==> src/hdl/mga_pkg.sv <==
// Package for the modularity gain argmax block: widths, configuration codes,
// item and candidate records, and the xorshift tie-break function.
// No dependencies.
package mga_pkg;

    localparam int FRAC_BITS   = 16;
    localparam int SHIFT       = FRAC_BITS + 32;
    localparam int PROD_W      = 97;
    localparam int GAIN_W      = 48;
    localparam int TERM_W      = GAIN_W + 1;
    localparam int DIFF_W      = GAIN_W + 2;
    localparam int TB_W        = 64;
    localparam int COMM_W      = 31;
    localparam int WORD_W      = 32;
    localparam int IDXSUM_W    = WORD_W + 2;
    localparam int QDEPTH      = 8;
    localparam int QPTR_W      = $clog2(QDEPTH);
    localparam int QCNT_W      = QPTR_W + 1;
    localparam int OCC_W       = QCNT_W + 1;
    localparam int FRONT_STAGES = 3;
    localparam int CFG_IDX_W   = 1;
    localparam int CFG_DATA_W  = 64;
    localparam logic [TB_W-1:0] SEED_RESET = 64'd1231245;

    typedef enum logic [CFG_IDX_W-1:0] {
        CFG_INV_TWO_TW = 1'b0,
        CFG_BASE_SEED  = 1'b1
    } t_cfg_idx;

    typedef struct packed {
        logic [WORD_W-1:0] inv;
        logic [TB_W-1:0]   seed;
    } t_cfg;

    typedef struct packed {
        logic [WORD_W-1:0] edge_weight;
        logic [WORD_W-1:0] row_index;
        logic [COMM_W-1:0] community;
        logic [WORD_W-1:0] community_degree;
        logic [WORD_W-1:0] community_index;
        logic [WORD_W-1:0] column_index;
        logic [WORD_W-1:0] row_degree;
        logic              last;
    } t_item;

    typedef struct packed {
        logic signed [GAIN_W-1:0] gain;
        logic [TB_W-1:0]          tiebreak;
        logic [COMM_W-1:0]        community;
        logic                     last;
    } t_cand;

    typedef struct packed {
        logic [FRONT_STAGES-1:0] stage_valid;
    } t_fstat;

    typedef struct packed {
        logic [QCNT_W-1:0] count;
        logic              empty;
    } t_qstat;

    function automatic logic [TB_W-1:0] xorshift(input logic [TB_W-1:0] t_in);
        logic [TB_W-1:0] t;
        t = t_in;
        t = t ^ (t << 13);
        t = t ^ (t >> 7);
        t = t ^ (t << 17);
        return t;
    endfunction

endpackage

==> src/hdl/mga_queue.sv <==
// Candidate queue between the front pipeline and the reduction.
// Register file with read and write pointers; depends on mga_pkg.
module mga_queue (
    input  logic            i_clk,
    input  logic            i_rst_n,
    input  logic            i_push,
    input  mga_pkg::t_cand  i_data,
    input  logic            i_pop,
    output mga_pkg::t_cand  o_data,
    output mga_pkg::t_qstat o_stat
);
    import mga_pkg::*;

    t_cand             r_mem [QDEPTH];
    logic [QPTR_W-1:0] r_wr_ptr, n_wr_ptr;
    logic [QPTR_W-1:0] r_rd_ptr, n_rd_ptr;
    logic [QCNT_W-1:0] r_count, n_count;

    always_comb begin
        n_wr_ptr = i_push ? r_wr_ptr + QPTR_W'(1) : r_wr_ptr;
        n_rd_ptr = i_pop  ? r_rd_ptr + QPTR_W'(1) : r_rd_ptr;
        n_count  = r_count + QCNT_W'(i_push) - QCNT_W'(i_pop);
    end

    always_ff @(posedge i_clk) begin
        if (!i_rst_n) begin
            r_wr_ptr <= '0;
            r_rd_ptr <= '0;
            r_count  <= '0;
        end else begin
            r_wr_ptr <= n_wr_ptr;
            r_rd_ptr <= n_rd_ptr;
            r_count  <= n_count;
        end
    end

    always_ff @(posedge i_clk) begin
        if (i_push) begin
            r_mem[r_wr_ptr] <= i_data;
        end
    end

    assign o_data       = r_mem[r_rd_ptr];
    assign o_stat.count = r_count;
    assign o_stat.empty = (r_count == '0);

endmodule

==> config.mk <==
export PLATFORM = sky130hd
export DESIGN_NAME = mga_queue
export DESIGN_NICKNAME = d
export VERILOG_FILES = /design/src/hdl/mga_pkg.sv /design/src/hdl/mga_queue.sv
export SDC_FILE = /design/constraint.sdc
export NUM_CORES = 1
export LEC_CHECK = 0
export BUFFER_PORTS_ARGS = -buffer_cell sky130_fd_sc_hd__buf_4
export CORE_ASPECT_RATIO = 0.5
export CORE_MARGIN = 1
export CORE_UTILIZATION = 54
export CTS_CLUSTER_DIAMETER = 30
export DETAILED_ROUTE_END_ITERATION = 10
export PLACE_DENSITY = 0.71
export SETUP_SLACK_MARGIN = 0.15
export SLEW_MARGIN = 25
export SYNTH_ARGS = -nofsm -noshare
export SYNTH_HDL_FRONTEND = slang
export SYNTH_SLANG_ARGS = --single-unit
==> constraint.sdc <==
create_clock -name i_clk -period 13.5 [get_ports i_clk]
set_input_delay 2.7 -clock i_clk [delete_from_list [all_inputs] [get_ports i_clk]]
set_output_delay 2.7 -clock i_clk [all_outputs]
set_load 0.03 [all_outputs]
==> reports/metrics.csv <==
stage,metric,value,unit
run_status,run status,completed,
timing,Slew Limit Fails,0,
global_route,first-pass GRT wire length,128000,um
floorplan,Core ar.,79900,um^2
final_layout,most frequent cells in the layout,"edfxtp_1 (1152), buf_4 (313), mux4_2 (288), clkbuf_16 (145), mux2_2 (144)",
worst_setup_path,Critical Path Sink Type,output pin,
cts,H-tree levels,4,
floorplan,DIE WIDTH,405,um
worst_setup_path,Worst setup SP type,flip-flop,
final_layout,share of layout cells above drive strength 1,44.6,%
route,routed wire length,86600,um
global_route,routing usage on met3,3.77,%
floorplan,row cnt,73,
global_route,vias in the first global route,20479,
hold_path,Cells on Worst Hold Path,2,
worst_setup_path,WP data arrival,4310,ps
worst_setup_path,Required @ worst endpoint,10800,ps
cts,Clock Sinks,1165,
timing,unrepaired setup endpoints after global routing,false,
power_and_ir_drop,Final Power,8670,uW
synth,yosys warns,0,
synth,sequential fraction of the synthesis area,79.5,%
synth,"top cells by area, synth","edfxtp_1 (79%), mux4_2 (15%), mux2_2 (3.7%)",
placement,number of port buffers,296,
route,Post-route DRC,0,
timing,"Hold Violations, Final",0,
cts,CTS tree,done,
global_route,Overall Global Routing Usage,21.4,%
synth,"FFs w/ async S/R, synth",0,%
worst_setup_path,end of the critical path,o_data[4],
route,WL/cell,26.2,um
synth,Syn Nets,1887,
final_layout,fillers,5080,
synth,count of cell types in the netlist,23,
timing,minimum clock period,7010,ps
global_route,grt ovf,0,
power_and_ir_drop,maximum vdd drop,0.133,mV
timing,final worst-path cycle share,51.9,%
final_layout,Nets,2272,
cts,postcts setup bufs,0,
timing,# setup viols final,0,
flow_run,Max Cap Viol,0,
worst_setup_path,r2r startpoint,r_wr_ptr[1],
global_route,layer with the highest usage,met2,
power_and_ir_drop,Power Density,166,nW/um^2
hold_path,Hold WC Path Type,reg -> reg,
floorplan,IO Count,297,
worst_setup_path,R2R Path End,r_mem[6][136],
hold_path,min-delay src,r_rd_ptr[1],
timing,clk_skew,14.6,ps
floorplan,die area,82400,um^2
synth,Yosys top cell area share,78.9,%
global_route,pin count of the biggest net entering global routing,134,
synth,Post-Synthesis Cell Area,43800,um^2
synth,Post-synth EDFFs,1152,
floorplan,initial core utilization,54.9,%
cts,Bufs on Longest Clock Path,3,
global_route,initial antenna violation count,1,
placement,gpl congestion,0.734,
floorplan,DIE HEIGHT,203,um
synth,syn_area_per_cell,25.3,um^2
cts,cts-stage hold buffer count,0,
power_and_ir_drop,Leakage Power,0.0167,uW
worst_setup_path,reg2reg setup slack,10020,ps
cts,clock transition at the registers of the reported paths,60,ps
final_layout,area grow syn2layout,18.8,%
cts,TritonCTS Buffers,138,
global_route,met2 Use GR,35.7,%
route,vias per cell,5.82,
route,first-pass iteration count of the detailed router,7,
worst_setup_path,CP Max Fanout,43,
route,ANT nets after route,0,
route,Via Count,19246,
placement,dpl hpwl,43500,um
cts,CTS root buffer,clkbuf_16,
cts,"Gates resized, CTS repair",0,
worst_setup_path,worst r2r path cells,4,
timing,Slew @ Worst Pin,1080,ps
route,initial DRC count,1357,
final_layout,"commonest non-fill, non-tap cell in the layout",edfxtp_1,
timing,TNS Setup,0,ps
timing,Slew HR,28.2,%
worst_setup_path,critical path class,reg -> out,
global_route,M1 GR Usage,29.5,%
synth,Syn Inst Count,1731,
synth,Synth area leader,edfxtp_1,
synth,post-synthesis register bit count,1165,
timing,fmax,0.143,GHz
cts,worst-skew pair later-pin latency,700,ps
synth,commonest register cell after synthesis,edfxtp_1,
area by class of cell:
| class | instances | area [um^2] | area share [%] |
|---|---|---|---|
| sequential | 1165 | 34900 | 66.9 |
| tap | 1087 | 1360 | 2.61 |
| inverter | 7 | 26.3 | 0.0504 |
| clock buffer | 159 | 3690 | 7.09 |
| antenna | 1 | 2.50 | 0.00480 |
| clock inverter | 86 | 1010 | 1.94 |
| timing repair buffer | 326 | 2630 | 5.05 |
| multi-input combinational | 478 | 8500 | 16.3 |
cells by family (layout without fill, tap and decap cells):
family,Yosys count,after routing,share of synthesized area (%)
buf+inv,88,578,1.24
simple gates,28,28,0.331
compound gates,2,2,0.0285
fa+ha+maj,8,8,0.245
flops,1165,1165,79.5
other cells,0,1,0
mux,435,435,18.6
xor+xnor,5,5,0.0999
how the worst min path moves through the flow:
stage                     slack (ps)   endpoint
after floorplan                  510  flip-flop
after global placement           550  flip-flop
after detailed placement         560  flip-flop
after CTS                        560  flip-flop
after global routing             620  flip-flop
final                            560  flip-flop
flip-flops by register name (all words and copies together) (netlist names), named ones only:
register  flops
r_mem      1152
r_count       4
r_rd_ptr      3
r_wr_ptr      3
layer usage:
| metal | vias up | part of all wire (%) |
|---|---|---|
| met1 | 10452 | 43 |
| met3 | 108 | 3.9 |
| met4 | 0 | 1.7 |
| li1 | 8243 | - |
| met2 | 443 | 52 |
| met5 | - | 0 |
power breakdown:
part | total, uW | switching, uW | internal (uW)
Clock | 3760 | 1430 | 2330
Combinational | 800 | 451 | 349
Sequential | 4100 | 27.6 | 4080
Total | 8670 | 1910 | 6760
per-stage QoR:
stage	hold WS [ps]	setup slack (ps)	cell area, um^2	instances	utilization (%)
after floorplan	512	170	43800	1731	-
after global placement	549	6780	47300	3059	59.2
after detailed placement	558	6750	47300	3060	59.2
after CTS	561	5960	52000	3305	65.1
after global routing	616	6110	52100	3309	65.2
final	561	6490	52100	3309	65.2
Yosys cell counts (all sizes together), types with 3 or more instances:
cell type  number
nand2b          4
mux2          144
dfxtp          13
edfxtp       1152
buf            58
clkbuf         23
inv             7
ha              7
mux2i           3
nand2           5
xnor2           3
nor2b           3
mux4          288
and2            7
nor2            6
worst max-delay path, stage by stage (launching register included):
cell and delay (ps):
dfxtp_4 580, buf_16 300, buf_4 770, buf_4 590, buf_12 290, mux4_2 540, mux2_2 270, buf_4 170
No activity file was read; power rests on OpenSTA's default activity.
