$ cat src/hdl/mga_pkg.sv
// Package for the modularity gain argmax block: widths, configuration codes,
// item and candidate records, and the xorshift tie-break function.
// No dependencies.
package mga_pkg;

    localparam int FRAC_BITS   = 16;
    localparam int SHIFT       = FRAC_BITS + 32;
    localparam int PROD_W      = 97;
    localparam int GAIN_W      = 48;
    localparam int TERM_W      = GAIN_W + 1;
    localparam int DIFF_W      = GAIN_W + 2;
    localparam int TB_W        = 64;
    localparam int COMM_W      = 31;
    localparam int WORD_W      = 32;
    localparam int IDXSUM_W    = WORD_W + 2;
    localparam int QDEPTH      = 8;
    localparam int QPTR_W      = $clog2(QDEPTH);
    localparam int QCNT_W      = QPTR_W + 1;
    localparam int OCC_W       = QCNT_W + 1;
    localparam int FRONT_STAGES = 3;
    localparam int CFG_IDX_W   = 1;
    localparam int CFG_DATA_W  = 64;
    localparam logic [TB_W-1:0] SEED_RESET = 64'd1231245;

    typedef enum logic [CFG_IDX_W-1:0] {
        CFG_INV_TWO_TW = 1'b0,
        CFG_BASE_SEED  = 1'b1
    } t_cfg_idx;

    typedef struct packed {
        logic [WORD_W-1:0] inv;
        logic [TB_W-1:0]   seed;
    } t_cfg;

    typedef struct packed {
        logic [WORD_W-1:0] edge_weight;
        logic [WORD_W-1:0] row_index;
        logic [COMM_W-1:0] community;
        logic [WORD_W-1:0] community_degree;
        logic [WORD_W-1:0] community_index;
        logic [WORD_W-1:0] column_index;
        logic [WORD_W-1:0] row_degree;
        logic              last;
    } t_item;

    typedef struct packed {
        logic signed [GAIN_W-1:0] gain;
        logic [TB_W-1:0]          tiebreak;
        logic [COMM_W-1:0]        community;
        logic                     last;
    } t_cand;

    typedef struct packed {
        logic [FRONT_STAGES-1:0] stage_valid;
    } t_fstat;

    typedef struct packed {
        logic [QCNT_W-1:0] count;
        logic              empty;
    } t_qstat;

    function automatic logic [TB_W-1:0] xorshift(input logic [TB_W-1:0] t_in);
        logic [TB_W-1:0] t;
        t = t_in;
        t = t ^ (t << 13);
        t = t ^ (t >> 7);
        t = t ^ (t << 17);
        return t;
    endfunction

endpackage

$ cat src/hdl/mga_back.sv
// Reduction: keeps the running best candidate and loads the result register
// on the last candidate of a vertex. Depends on mga_pkg.
module mga_back (
    input  logic                                i_clk,
    input  logic                                i_rst_n,
    input  mga_pkg::t_cand                      i_head,
    input  logic                                i_head_valid,
    output logic                                o_head_pop,
    input  logic                                i_res_pop,
    output logic                                o_res_valid,
    output logic [mga_pkg::COMM_W-1:0]          o_best_community,
    output logic signed [mga_pkg::GAIN_W-1:0]   o_best_gain
);
    import mga_pkg::*;

    logic                     r_have_best, n_have_best;
    logic signed [GAIN_W-1:0] r_gain;
    logic [TB_W-1:0]          r_tb;
    logic [COMM_W-1:0]        r_comm;
    logic                     r_res_valid, n_res_valid;
    logic [COMM_W-1:0]        r_res_comm;
    logic signed [GAIN_W-1:0] r_res_gain;

    logic                     w_take, w_consume, w_finish;
    logic signed [GAIN_W-1:0] w_sel_gain;
    logic [COMM_W-1:0]        w_sel_comm;

    always_comb begin
        w_take = !r_have_best || (i_head.gain > r_gain)
              || ((i_head.gain == r_gain) && (i_head.tiebreak > r_tb));
        // hold a last candidate until the result register is free
        w_consume   = i_head_valid && (!i_head.last || !r_res_valid || i_res_pop);
        w_finish    = w_consume && i_head.last;
        w_sel_gain  = w_take ? i_head.gain      : r_gain;
        w_sel_comm  = w_take ? i_head.community : r_comm;
        n_have_best = w_finish ? 1'b0 : (r_have_best || w_consume);
        n_res_valid = (r_res_valid && !i_res_pop) || w_finish;
    end

    always_ff @(posedge i_clk) begin
        if (!i_rst_n) begin
            r_have_best <= 1'b0;
            r_res_valid <= 1'b0;
        end else begin
            r_have_best <= n_have_best;
            r_res_valid <= n_res_valid;
        end
    end

    always_ff @(posedge i_clk) begin
        if (w_consume && w_take) begin
            r_gain <= i_head.gain;
            r_tb   <= i_head.tiebreak;
            r_comm <= i_head.community;
        end
        if (w_finish) begin
            r_res_comm <= w_sel_comm;
            r_res_gain <= w_sel_gain;
        end
    end

    assign o_head_pop       = w_consume;
    assign o_res_valid      = r_res_valid;
    assign o_best_community = r_res_comm;
    assign o_best_gain      = r_res_gain;

endmodule

$ cat config.mk
export PLATFORM = sky130hd
export DESIGN_NAME = mga_back
export DESIGN_NICKNAME = d
export VERILOG_FILES = /design/src/hdl/mga_pkg.sv /design/src/hdl/mga_back.sv
export SDC_FILE = /design/constraint.sdc
export NUM_CORES = 1
export LEC_CHECK = 0
export ABC_AREA = 1
export BUFFER_PORTS_ARGS = -buffer_cell sky130_fd_sc_hd__buf_2
export CORE_UTILIZATION = 46
export DETAILED_ROUTE_END_ITERATION = 7
export GPL_ROUTABILITY_DRIVEN = 0
export GPL_TIMING_DRIVEN = 0
export PLACE_DENSITY_LB_ADDON = 0.3
export SYNTH_ARGS = -nofsm -noshare
export SYNTH_HDL_FRONTEND = slang
export SYNTH_SLANG_ARGS = --single-unit
$ cat constraint.sdc
create_clock -name i_clk -period 11.7 [get_ports i_clk]
set_input_delay 1.17 -clock i_clk [delete_from_list [all_inputs] [get_ports i_clk]]
set_output_delay 1.17 -clock i_clk [all_outputs]
set_load 0.005 [all_outputs]
==> results of run 1 <==
==> power groups by stage <==
stage / Combinational, mW / Clock (mW) / Sequential, mW
finish: 0.268 / 0.778 / 0.969
detailed placement: 0.270 / 0 / 0.986
floorplan: 0.153 / 0 / 0.997
CTS: 0.273 / 0.796 / 0.969
global route: 0.309 / 0.826 / 0.975
global placement: 0.249 / 0 / 1.00
==> how the worst min path moves through the flow <==
stage           startpoint              endpoint  slack (ns)
2_1_floorplan  r_have_best           r_have_best        0.52
3_3_place_gp    r_comm[21]  o_best_community[21]        0.53
3_5_place_dp    r_comm[11]  o_best_community[11]        0.53
4_1_cts         r_comm[11]  o_best_community[11]        0.54
5_1_grt          r_comm[3]   o_best_community[3]        0.56
6_report        r_comm[15]  o_best_community[15]        0.54
==> Yosys cell counts <==
master / instances
edfxtp_1: 222
nor2_1: 37
buf_6: 2
nand3_1: 89
nor4_1: 2
a21o_1: 3
a21oi_1: 50
nand2_1: 280
buf_1: 2
dfxtp_1: 2
o21a_1: 4
nand2_2: 1
and2b_1: 1
inv_1: 143
o21ai_0: 14
nand3_2: 1
clkbuf_1: 6
buf_2: 14
a21oi_2: 1
a31oi_1: 1
and3_1: 1
ha_1: 112
nand4_1: 8
==> worst max-delay path: stages <==
cell and delay [ns]:
buf_2 0.12, ha_1 0.34, nand2_1 0.09, nor2_1 0.16, and2b_1 0.17, nand3_1 0.11, nor2_1 0.14, nand2_1 0.09
nand3_1 0.07, nand2_1 0.05, nand2_1 0.06, nand2_2 0.17, clkbuf_1 0.31, a21oi_4 0.63, buf_12 0.27, buf_12 0.21
buf_16 0.17
==> cells in the final DEF (no fill, tap or decap), types with 2 or more instances in the layout <==
cell and count:
buf_2 242, edfxtp_1 222, o21a_1 4, a21o_1 3, buf_16 4, inv_1 142, nand3_1 89, nor2_1 37
diode_2 2, a21oi_1 49, buf_6 2, nand4_1 8, o21ai_0 14, clkinv_1 3, nand2_1 280, clkinvlp_4 3
ha_1 112, bufinv_16 4, dfxtp_1 2, clkbuf_16 25, clkbuf_1 8, buf_12 3, nor4_1 2, clkinv_2 2
buf_1 2
==> kinds of logic after synthesis <==
logic type	synth area share, %
AND/OR/NAND/NOR	15.9
flip-flops	61.6
buffers and inverters	6.06
adder cells (fa/ha/maj)	12.9
AO/OA/AOI/OAI	3.56
==> metal layers <==
| metal | routed length, um | share of wire (%) | track usage (%) |
|---|---|---|---|
| met4 | 392 | 1.7 | 5.28 |
| met1 | 10200 | 44 | 25.4 |
| met2 | 11200 | 48 | 33.3 |
| met5 | 14 | 0.060 | 0 |
| met3 | 1560 | 6.7 | 4.44 |
==> layout make-up <==
cell class                      count  area (um2)  area share, %
Timing Repair Buffer              235        1310           9.78
Clock buffer                       27         633           4.72
Clock inverter                     13         173           1.29
Multi-Input combinational cell    605        3530           26.3
Tap cell                          313         392           2.92
Antenna cell                        2        5.00         0.0373
Buffer                             24         123          0.914
Sequential cell                   224        6710           50.0
Inverter                          143         539           4.02
==> sequential cells by signal, summed over array words and instances, names as in the netlist <==
register and flops:
o_best_gain 48, r_gain 48, r_have_best 1, r_tb 64
r_comm 31, o_best_community 31, o_res_valid 1
==> per-stage QoR <==
stage          hold slack [ns]  std cells  total power, mW  area, um2  setup TNS, ns
2_1_floorplan            0.517        996             1.15      10900              0
3_3_place_gp             0.528       1537             1.25      12400        -344.77
3_5_place_dp             0.529       1544             1.26      12600              0
4_1_cts                  0.542       1584             2.04      13400              0
5_1_grt                  0.562       1585             2.11      13400              0
6_report                 0.540       1586             2.02      13400              0
==> impl_metrics.py, run 1 <==
metrics = {
    "sta": {
        "finClkSkew_ns": 0.0112,
        "worst_slew_pin_slew_ns": 0.666,
        "max-slew-margin-rel_pct": 55.5,
        "maxSlewViolCount": 0,
        "rsz0062_at_grt": "false",
        "setup_viol": 0,
        "finalWorstSetupSlack_ns": 7.56,
        "hold_fails_final_rpt": 0,
        "period_needed_ns": 4.14,
        "post-route-period-util_pct": 35.4,
        "max_freq_ghz": 0.241,
    },
    "run": {
        "max_cap_viols": 0,
    },
    "global_route": {
        "number_of_global_route_vias_before_repair": 7624,
        "first_pass_grt_wire_length_um": 37700,
        "grt_overflow": 0,
        "grt.total_usage_pct": 19.7,
        "maximum_number_of_pins_on_one_net_before_global_route_repair": 49,
        "grt_antenna_before_repair": 3,
    },
    "synth": {
        "ys_types": 23,
        "syn-num-nets": 1256,
        "yosys.area.top_type": "edfxtp_1",
        "syn_avg_cell_area_um2": 10.9,
        "yosysSeqAreaShare_pct": 61.6,
        "yosysWarnings": 0,
        "ys_ff_latch": 224,
        "synth.cell_area_um2": 10900,
        "post_synth_main_area_contributors": "edfxtp_1 (61%), ha_1 (13%), nand2_1 (9.7%), inv_1 (4.9%), nand3_1 (4.1%)",
        "syn-instance-count": 996,
        "synth_top_area_share_pct": 61.3,
    },
    "power_and_ir_drop": {
        "swShare_pct": 24.0,
        "power.switching_mw": 0.484,
        "p_int_mw": 1.53,
        "worst_ir_drop_vdd_v": 0.000106,
        "seqPwrFrac_pct": 48.1,
        "power_per_cell_area_nw_per_um2": 150,
        "combinationalPowerShare_pct": 13.3,
        "static-leakage-power_nw": 6.39,
        "clock_power_share_pct": 38.6,
    },
    "placed_design": {
        "place_worst_setup_slack_ns": 6.99,
        "port-buffer-count": 228,
        "dp.final_hpwl_um": 17400,
    },
    "drt": {
        "ant_nets": 0,
        "dr_total_vias": 7670,
        "drt_iter0_markers": 415,
        "vias_per_cell": 4.84,
        "drt_wl_total_um": 23400,
        "wl_per_cell_um": 14.7,
        "drt_drc_violations_left": 0,
        "drt_first_pass_iters": 5,
    },
    "cts": {
        "clk_transition_reported_paths_ns": 0.06,
        "ctsHoldBuffers": 0,
        "cts-root-buf": "clkbuf_16",
        "cts-root-to-sink-buffers": 3,
        "cts.repair.resized": 0,
        "cts.repair_timing.setup_buffer_count": 0,
        "cts_buffers": 25,
        "clock_sink_count": 224,
        "clk_latency_ns": 0.50,
        "cts_tree": "yes",
        "ctsHtreeMaxLevel": 1,
    },
    "cells_and_area": {
        "layout-drive-gt1-share_pct": 22.9,
        "areaGrowthSynthToFinish_pct": 23.2,
        "fillerInstances": 1957,
        "final_util_pct": 58.5,
        "finalNetCount": 1518,
    },
    "floorplan": {
        "site_rows": 55,
        "core-area_um2": 22900,
        "dieArea_um2": 24300,
        "floorplan.die.width_um": 156,
        "floorplan.die.height_um": 156,
        "io-pin-count": 229,
        "floorplan.initialDensity_pct": 47.5,
    },
    "critical_path": {
        "rr_endpoint": "r_tb[32]",
        "worst_setup_path_endpoint": "r_tb[32]",
        "cp_data_arrival_time_ns": 4.35,
        "critical_path.max_fanout": 26,
        "origin_of_the_worst_setup_path": "i_head[143]",
        "reg2reg_from": "r_gain[47]",
        "crit_type": "input port to flop",
        "worst-endpoint-required_ns": 11.91,
        "timing.critical_path.from_type": "input port",
        "worst-r2r-cell-count": 17,
        "reg2reg_setup_slack_ns": 7.95,
        "worst_setup_path_end_kind": "flop",
    },
    "min_path": {
        "kind_of_path_behind_the_tightest_hold_check": "flop to flop",
        "timing.hold.worst_path_depth": 2,
    },
    "status": {
        "status": "finished clean",
    },
}
(Power assumes the default switching activity.)
==> run 2, diff against run 1 <==
--- a/config.mk
+++ b/config.mk
@@ -5,7 +5,7 @@
 export SDC_FILE = /design/constraint.sdc
 export NUM_CORES = 1
 export LEC_CHECK = 0
-export ABC_AREA = 1
+export ABC_AREA = 0
 export BUFFER_PORTS_ARGS = -buffer_cell sky130_fd_sc_hd__buf_2
 export CORE_UTILIZATION = 46
 export DETAILED_ROUTE_END_ITERATION = 7
==> constraint.sdc (replaced) <==
create_clock -name i_clk -period 3.61 [get_ports i_clk]
set_input_delay 0.361 -clock i_clk [delete_from_list [all_inputs] [get_ports i_clk]]
set_output_delay 0.361 -clock i_clk [all_outputs]
set_load 0.005 [all_outputs]
==> impl_metrics.py, run 2 <==
metrics = {
    "placed_design": {
        "post-place-cells": 1245,
        "place_worst_setup_slack_ns": -1.10,
        "port-buffer-count": 228,
        "dp.final_hpwl_um": 15400,
        "dpl_cell_area_um2": 12400,
    },
    "critical_path": {
        "crit_type": "flop to flop",
        "worst-endpoint-required_ns": 3.81,
        "cp_data_arrival_time_ns": 3.64,
        "timing.critical_path.from_type": "flop",
        "worst_setup_path_end_kind": "flop",
        "critical_path.max_fanout": 28,
        "worst-r2r-cell-count": 14,
    },
    "synth": {
        "ys_ff_latch": 224,
        "syn-num-nets": 986,
        "syn_avg_cell_area_um2": 14.7,
        "most_instantiated_flip_flop_cell_in_the_synthesis_netlist": "edfxtp_1",
        "synth.cell_area_um2": 10700,
        "synth_simple_gate_area_share_pct": 4.54,
        "synth_edf_count": 222,
        "ys_types": 39,
        "yosysSeqAreaShare_pct": 62.9,
        "synth_async_sr_flop_share_pct": 0,
        "synth-adder-area-share_pct": 13.2,
        "synth_top_area_share_pct": 62.6,
        "yosys-top-cells-count": "edfxtp_1 (222), inv_1 (117), ha_1 (112), mux2_2 (58), a21oi_1 (43)",
        "post_synth_main_area_contributors": "edfxtp_1 (63%), ha_1 (13%), mux2_2 (6.1%), inv_1 (4.1%), mux2_4 (2.7%)",
        "syn-instance-count": 726,
        "synth_top_family_by_area": "adder cells",
        "synth_compound_area_share_pct": 5.37,
        "mux_share_of_post_synthesis_cell_area_pct": 9.02,
        "yosysWarnings": 0,
        "synthMostInstantiatedCell": "edfxtp_1",
        "yosys.area.top_type": "edfxtp_1",
        "yosys.area_share.xor_xnor_pct": 0,
    },
    "global_route": {
        "number_of_global_route_vias_before_repair": 6550,
        "grt.total_usage_pct": 17.8,
        "grt_overflow": 0,
        "maximum_number_of_pins_on_one_net_before_global_route_repair": 70,
        "first_pass_grt_wire_length_um": 33500,
        "grt_antenna_before_repair": 1,
    },
    "cells_and_area": {
        "final_cell_mix": "buf_2 (228), edfxtp_1 (222), inv_1 (114)",
        "finalNetCount": 1257,
        "fillerInstances": 1818,
        "mostFrequentLayoutCell": "buf_2",
        "sequential_cell_area_um2": 6710,
        "largest-register": "r_tb",
        "largest_register_ffs": 64,
        "final_util_pct": 58.6,
        "layout-drive-gt1-share_pct": 37.3,
        "areaGrowthSynthToFinish_pct": 24.9,
        "postLayoutCellArea_um2": 13300,
        "insertedDiodeCount": 0,
        "multi_input_comb_area_um2": 3540,
        "final_cell_count_no_fill": 1300,
    },
    "cts": {
        "cts-root-to-sink-buffers": 3,
        "clk_latency_ns": 0.51,
        "cts_tree": "yes",
        "ctsHtreeMaxLevel": 1,
        "cts_buffers": 25,
        "ctsHoldBuffers": 0,
        "clk_transition_reported_paths_ns": 0.06,
        "cts-root-buf": "clkbuf_16",
        "clock_sink_count": 224,
    },
    "drt": {
        "vias_per_cell": 5.07,
        "drt_first_pass_iters": 4,
        "drt_drc_violations_left": 0,
        "wl_per_cell_um": 16.4,
        "drt_wl_total_um": 21300,
        "dr_total_vias": 6594,
        "drt_iter0_markers": 265,
        "ant_nets": 0,
    },
    "sta": {
        "post-route-period-util_pct": 95.0,
        "max-slew-margin-rel_pct": 64.6,
        "hold_ws_ns": 0.0465,
        "hold_fails_final_rpt": 0,
        "max_freq_ghz": 0.291,
        "maxSlewViolCount": 0,
        "period_needed_ns": 3.43,
        "finClkSkew_ns": 0.0124,
        "fin_tns_setup_ns": 0,
        "setup_viol": 0,
        "worst_slew_pin_slew_ns": 0.530,
        "finalWorstSetupSlack_ns": 0.179,
    },
    "floorplan": {
        "dieArea_um2": 23800,
        "floorplan.die.height_um": 154,
        "site_rows": 55,
        "floorplan.initialDensity_pct": 46.9,
        "core-area_um2": 22700,
        "io-pin-count": 229,
        "floorplan.die.width_um": 154,
    },
    "power_and_ir_drop": {
        "total_power_mw": 6.50,
        "power_per_cell_area_nw_per_um2": 488,
        "worst_ir_drop_vdd_v": 0.000450,
        "static-leakage-power_nw": 5.80,
    },
    "min_path": {
        "kind_of_path_behind_the_tightest_hold_check": "input port to flop",
        "timing.hold.worst_path_depth": 1,
    },
    "run": {
        "max_cap_viols": 0,
    },
    "status": {
        "status": "finished clean",
    },
}
## run 2: changes by cell type after synthesis, moves of 19 or more
| cell | delta |
|---|---|
| nand3_1 | -78 |
| mux2_2 | +58 |
| nand2_1 | -249 |
| nor2_1 | -26 |
| inv_1 | -26 |
| mux2_4 | +19 |
## run 2: cells by family (layout without fill, tap and decap cells)
family,count (synthesis),after routing
AO/OA/AOI/OAI,90,90
adder cells (fa/ha/maj),112,112
buffers and inverters,125,414
flip-flops,224,224
multiplexers,79,79
AND/OR/NAND/NOR,96,96
## run 2: worst max-delay path, cell delays in order, from the launching register on
cell	delay, ns
edfxtp_1	0.36
inv_2	0.05
ha_4	0.26
nand4_1	0.14
or3_1	0.44
nor4_4	0.20
nand3_2	0.15
a31o_2	0.28
a22oi_2	0.25
a311oi_4	0.07
buf_6	0.16
nor2b_4	0.17
buf_12	0.18
buf_16	0.18
buf_16	0.20
## run 2: power breakdown
group          total, mW  switching [mW]  leakage, nW  internal, mW
combinational      0.955           0.486         3.30         0.470
sequential          3.17          0.0551         2.13          3.12
clock               2.37           0.974        0.368          1.40
total               6.50            1.51         5.80          4.98
## run 2: path summary, 6_finish.rpt
path          startpoint     endpoint  slack, ns
max reg2reg   r_gain[22]     r_tb[29]       0.18
min reg2reg  o_res_valid  o_res_valid       0.52
min           i_head[60]     r_tb[28]       0.05
max           r_gain[22]     r_tb[29]       0.18
## run 2: repair_timing
item,4_1_cts,5_1_grt
resized for setup,6,6
gates cloned,0,2
setup endpoints to repair,222,147
buffers inserted,4,4
pin swaps,3,3
## run 2: layout make-up
type | instances | area share (%)
Clock inverter | 18 | 0.987
Clock buffer | 27 | 4.76
Inverter | 117 | 3.32
Multi-Input combinational cell | 377 | 26.6
Buffer | 8 | 0.677
Tap cell | 285 | 2.68
Sequential cell | 224 | 50.4
Timing Repair Buffer | 244 | 10.6
## run 2: routing by layer
metal | wire, um | global-route usage, %
met4 | 600 | 5.43
met2 | 9870 | 29.4
met1 | 9590 | 23.4
met3 | 1240 | 4.09
met5 | 0 | 0
==> run 3, diff against run 2 <==
--- a/config.mk
+++ b/config.mk
@@ -7,7 +7,7 @@
 export LEC_CHECK = 0
 export ABC_AREA = 0
 export BUFFER_PORTS_ARGS = -buffer_cell sky130_fd_sc_hd__buf_2
-export CORE_UTILIZATION = 46
+export CORE_UTILIZATION = 45
 export DETAILED_ROUTE_END_ITERATION = 7
 export GPL_ROUTABILITY_DRIVEN = 0
 export GPL_TIMING_DRIVEN = 0
==> constraint.sdc (replaced) <==
create_clock -name i_clk -period 3.61 [get_ports i_clk]
set_input_delay 0.5415 -clock i_clk [delete_from_list [all_inputs] [get_ports i_clk]]
set_output_delay 0.5415 -clock i_clk [all_outputs]
set_load 0.005 [all_outputs]
==> impl_metrics.py, run 3 (synthesis gave the netlist of run 2 again) <==
metrics = {
    "sta": {
        "worst_slew_pin_slew_ns": 0.556,
        "post-route-period-util_pct": 96.4,
        "fin_tns_setup_ns": 0,
        "max_freq_ghz": 0.288,
        "max-slew-margin-rel_pct": 62.8,
        "setup_viol": 0,
        "finClkSkew_ns": 0.0128,
        "hold_fails_final_rpt": 0,
        "period_needed_ns": 3.48,
        "maxSlewViolCount": 0,
    },
    "cells_and_area": {
        "finalNetCount": 1254,
        "layout-drive-gt1-share_pct": 38.0,
        "final_cell_mix": "buf_2 (228), edfxtp_1 (222), inv_1 (116)",
        "largest_register_ffs": 64,
        "final_cell_count_no_fill": 1326,
        "largest-register": "r_tb",
        "areaGrowthSynthToFinish_pct": 26.4,
        "mostFrequentLayoutCell": "buf_2",
    },
    "critical_path": {
        "reg2reg_from": "r_gain[1]",
        "path_cells": "inv_1 -> ha_1 -> nor2b_1 -> o211ai_1 -> a2111oi_0 -> a211o_1 -> a211oi_1 -> o221ai_1 -> a311oi_4 -> buf_6 -> buf_6 -> mux2_2",
        "origin_of_the_worst_setup_path": "r_gain[1]",
        "critical_path.max_fanout": 10,
        "critical_path.slowest_cell": "a311oi_4",
        "timing.critical_path.from_type": "flop",
        "crit_type": "flop to flop",
        "worstPathBufferInverterCount": 3,
        "critical-path-top-cell-by-count": "buf_6",
        "cpLargestDelayFamily": "compound AO/OA/AOI/OAI gates",
        "worst-endpoint-required_ns": 3.86,
        "cp_data_arrival_time_ns": 3.73,
        "worst_setup_path_end_kind": "flop",
        "slowest_delay_ns": 0.43,
    },
    "drt": {
        "wl_per_cell_um": 16.0,
        "drt_first_pass_iters": 4,
        "drt_iter0_markers": 268,
        "ant_nets": 0,
        "vias_per_cell": 4.95,
        "dr_total_vias": 6563,
        "drt_drc_violations_left": 0,
        "drt_wl_total_um": 21300,
    },
    "global_route": {
        "grt.total_usage_pct": 17.5,
        "grt_antenna_before_repair": 3,
        "number_of_global_route_vias_before_repair": 6755,
        "maximum_number_of_pins_on_one_net_before_global_route_repair": 44,
        "grt_overflow": 0,
        "first_pass_grt_wire_length_um": 33500,
    },
    "power_and_ir_drop": {
        "power_per_cell_area_nw_per_um2": 499,
        "total_power_mw": 6.72,
        "worst_ir_drop_vdd_v": 0.000343,
        "static-leakage-power_nw": 5.84,
    },
    "cts": {
        "clk_transition_reported_paths_ns": 0.06,
        "cts-root-to-sink-buffers": 3,
        "cts-root-buf": "clkbuf_16",
        "cts_buffers": 25,
        "clk_latency_ns": 0.51,
        "clock_sink_count": 224,
        "ctsHtreeMaxLevel": 1,
        "cts_tree": "yes",
    },
    "placed_design": {
        "port-buffer-count": 228,
        "post-place-cells": 1274,
        "dp.final_hpwl_um": 15500,
    },
    "run": {
        "max_cap_viols": 0,
    },
    "floorplan": {
        "site_rows": 55,
        "core-area_um2": 22900,
        "floorplan.die.width_um": 156,
        "io-pin-count": 229,
        "floorplan.initialDensity_pct": 46.5,
        "floorplan.die.height_um": 156,
        "dieArea_um2": 24300,
    },
    "min_path": {
        "kind_of_path_behind_the_tightest_hold_check": "input port to flop",
        "worstHoldStart": "i_head[21]",
    },
    "status": {
        "status": "finished clean",
    },
}
## run 3: cell types whose count changed in the layout (fill, tap and decap cells not counted), sizes merged
cell	delta
buf	-3
bufinv	+3
clkinv	-2
clkinvlp	-2
diode	+2
clkbuf	-1
nor2b	+1
## run 3: power by group
group,switching (mW),internal [mW],total [mW]
Clock,0.982,1.61,2.59
Combinational,0.489,0.467,0.956
Sequential,0.0547,3.12,3.17
Total,1.53,5.19,6.72
## run 3: metal layers
layer	wire, um	track usage, %	part of all wire (%)	vias to the layer above
li1	-	-	-	3250
met1	9370	22.7	44	3098
met5	8	0	0.038	-
met4	542	5.23	2.6	2
met3	1410	4.28	6.6	36
met2	9920	29.1	47	177
## run 3: final cells by class
| type | instances | area [um2] |
|---|---|---|
| clock buffer | 27 | 633 |
| antenna | 2 | 5.00 |
| inverter | 117 | 442 |
| tap | 313 | 392 |
| clock inverter | 17 | 201 |
| timing repair buffer | 240 | 1390 |
| multi-input combinational | 378 | 3610 |
| fill | 1833 | 9450 |
| buffer | 8 | 90.1 |
| sequential | 224 | 6710 |
## run 3: worst paths after layout
| check | endpoint | slack (ns) | depth (start not counted) |
|---|---|---|---|
| setup / recovery | o_best_gain[20] | 0.13 | 12 |
| hold / removal | r_comm[20] | 0.22 | 1 |
| hold reg to reg | o_res_valid | 0.52 | 2 |
| setup reg to reg | o_best_gain[20] | 0.13 | 12 |
## run 3: repair_timing
item / in CTS / in global routing
gates resized for setup: 9 / 4
setup endpoints to repair: 222 / 117
setup buffers: 3 / 1
endpoints found under the hold margin: 0 / 0
hold buffers: 0 / 0
gates cloned: 1 / 1
pin swaps: 4 / 2
## run 3: through the flow
stage	utilization (%)	setup WS [ns]	area (um2)	hold WS [ns]
after global routing	58.8	-0.00734	13500	0.201
after floorplan	-	-1.26	10800	0.496
after global placement	53.7	-3.36	12300	0.492
final	58.8	0.132	13500	0.223
after detailed placement	54.5	-1.30	12500	0.512
after CTS	58.5	0.00303	13400	0.199
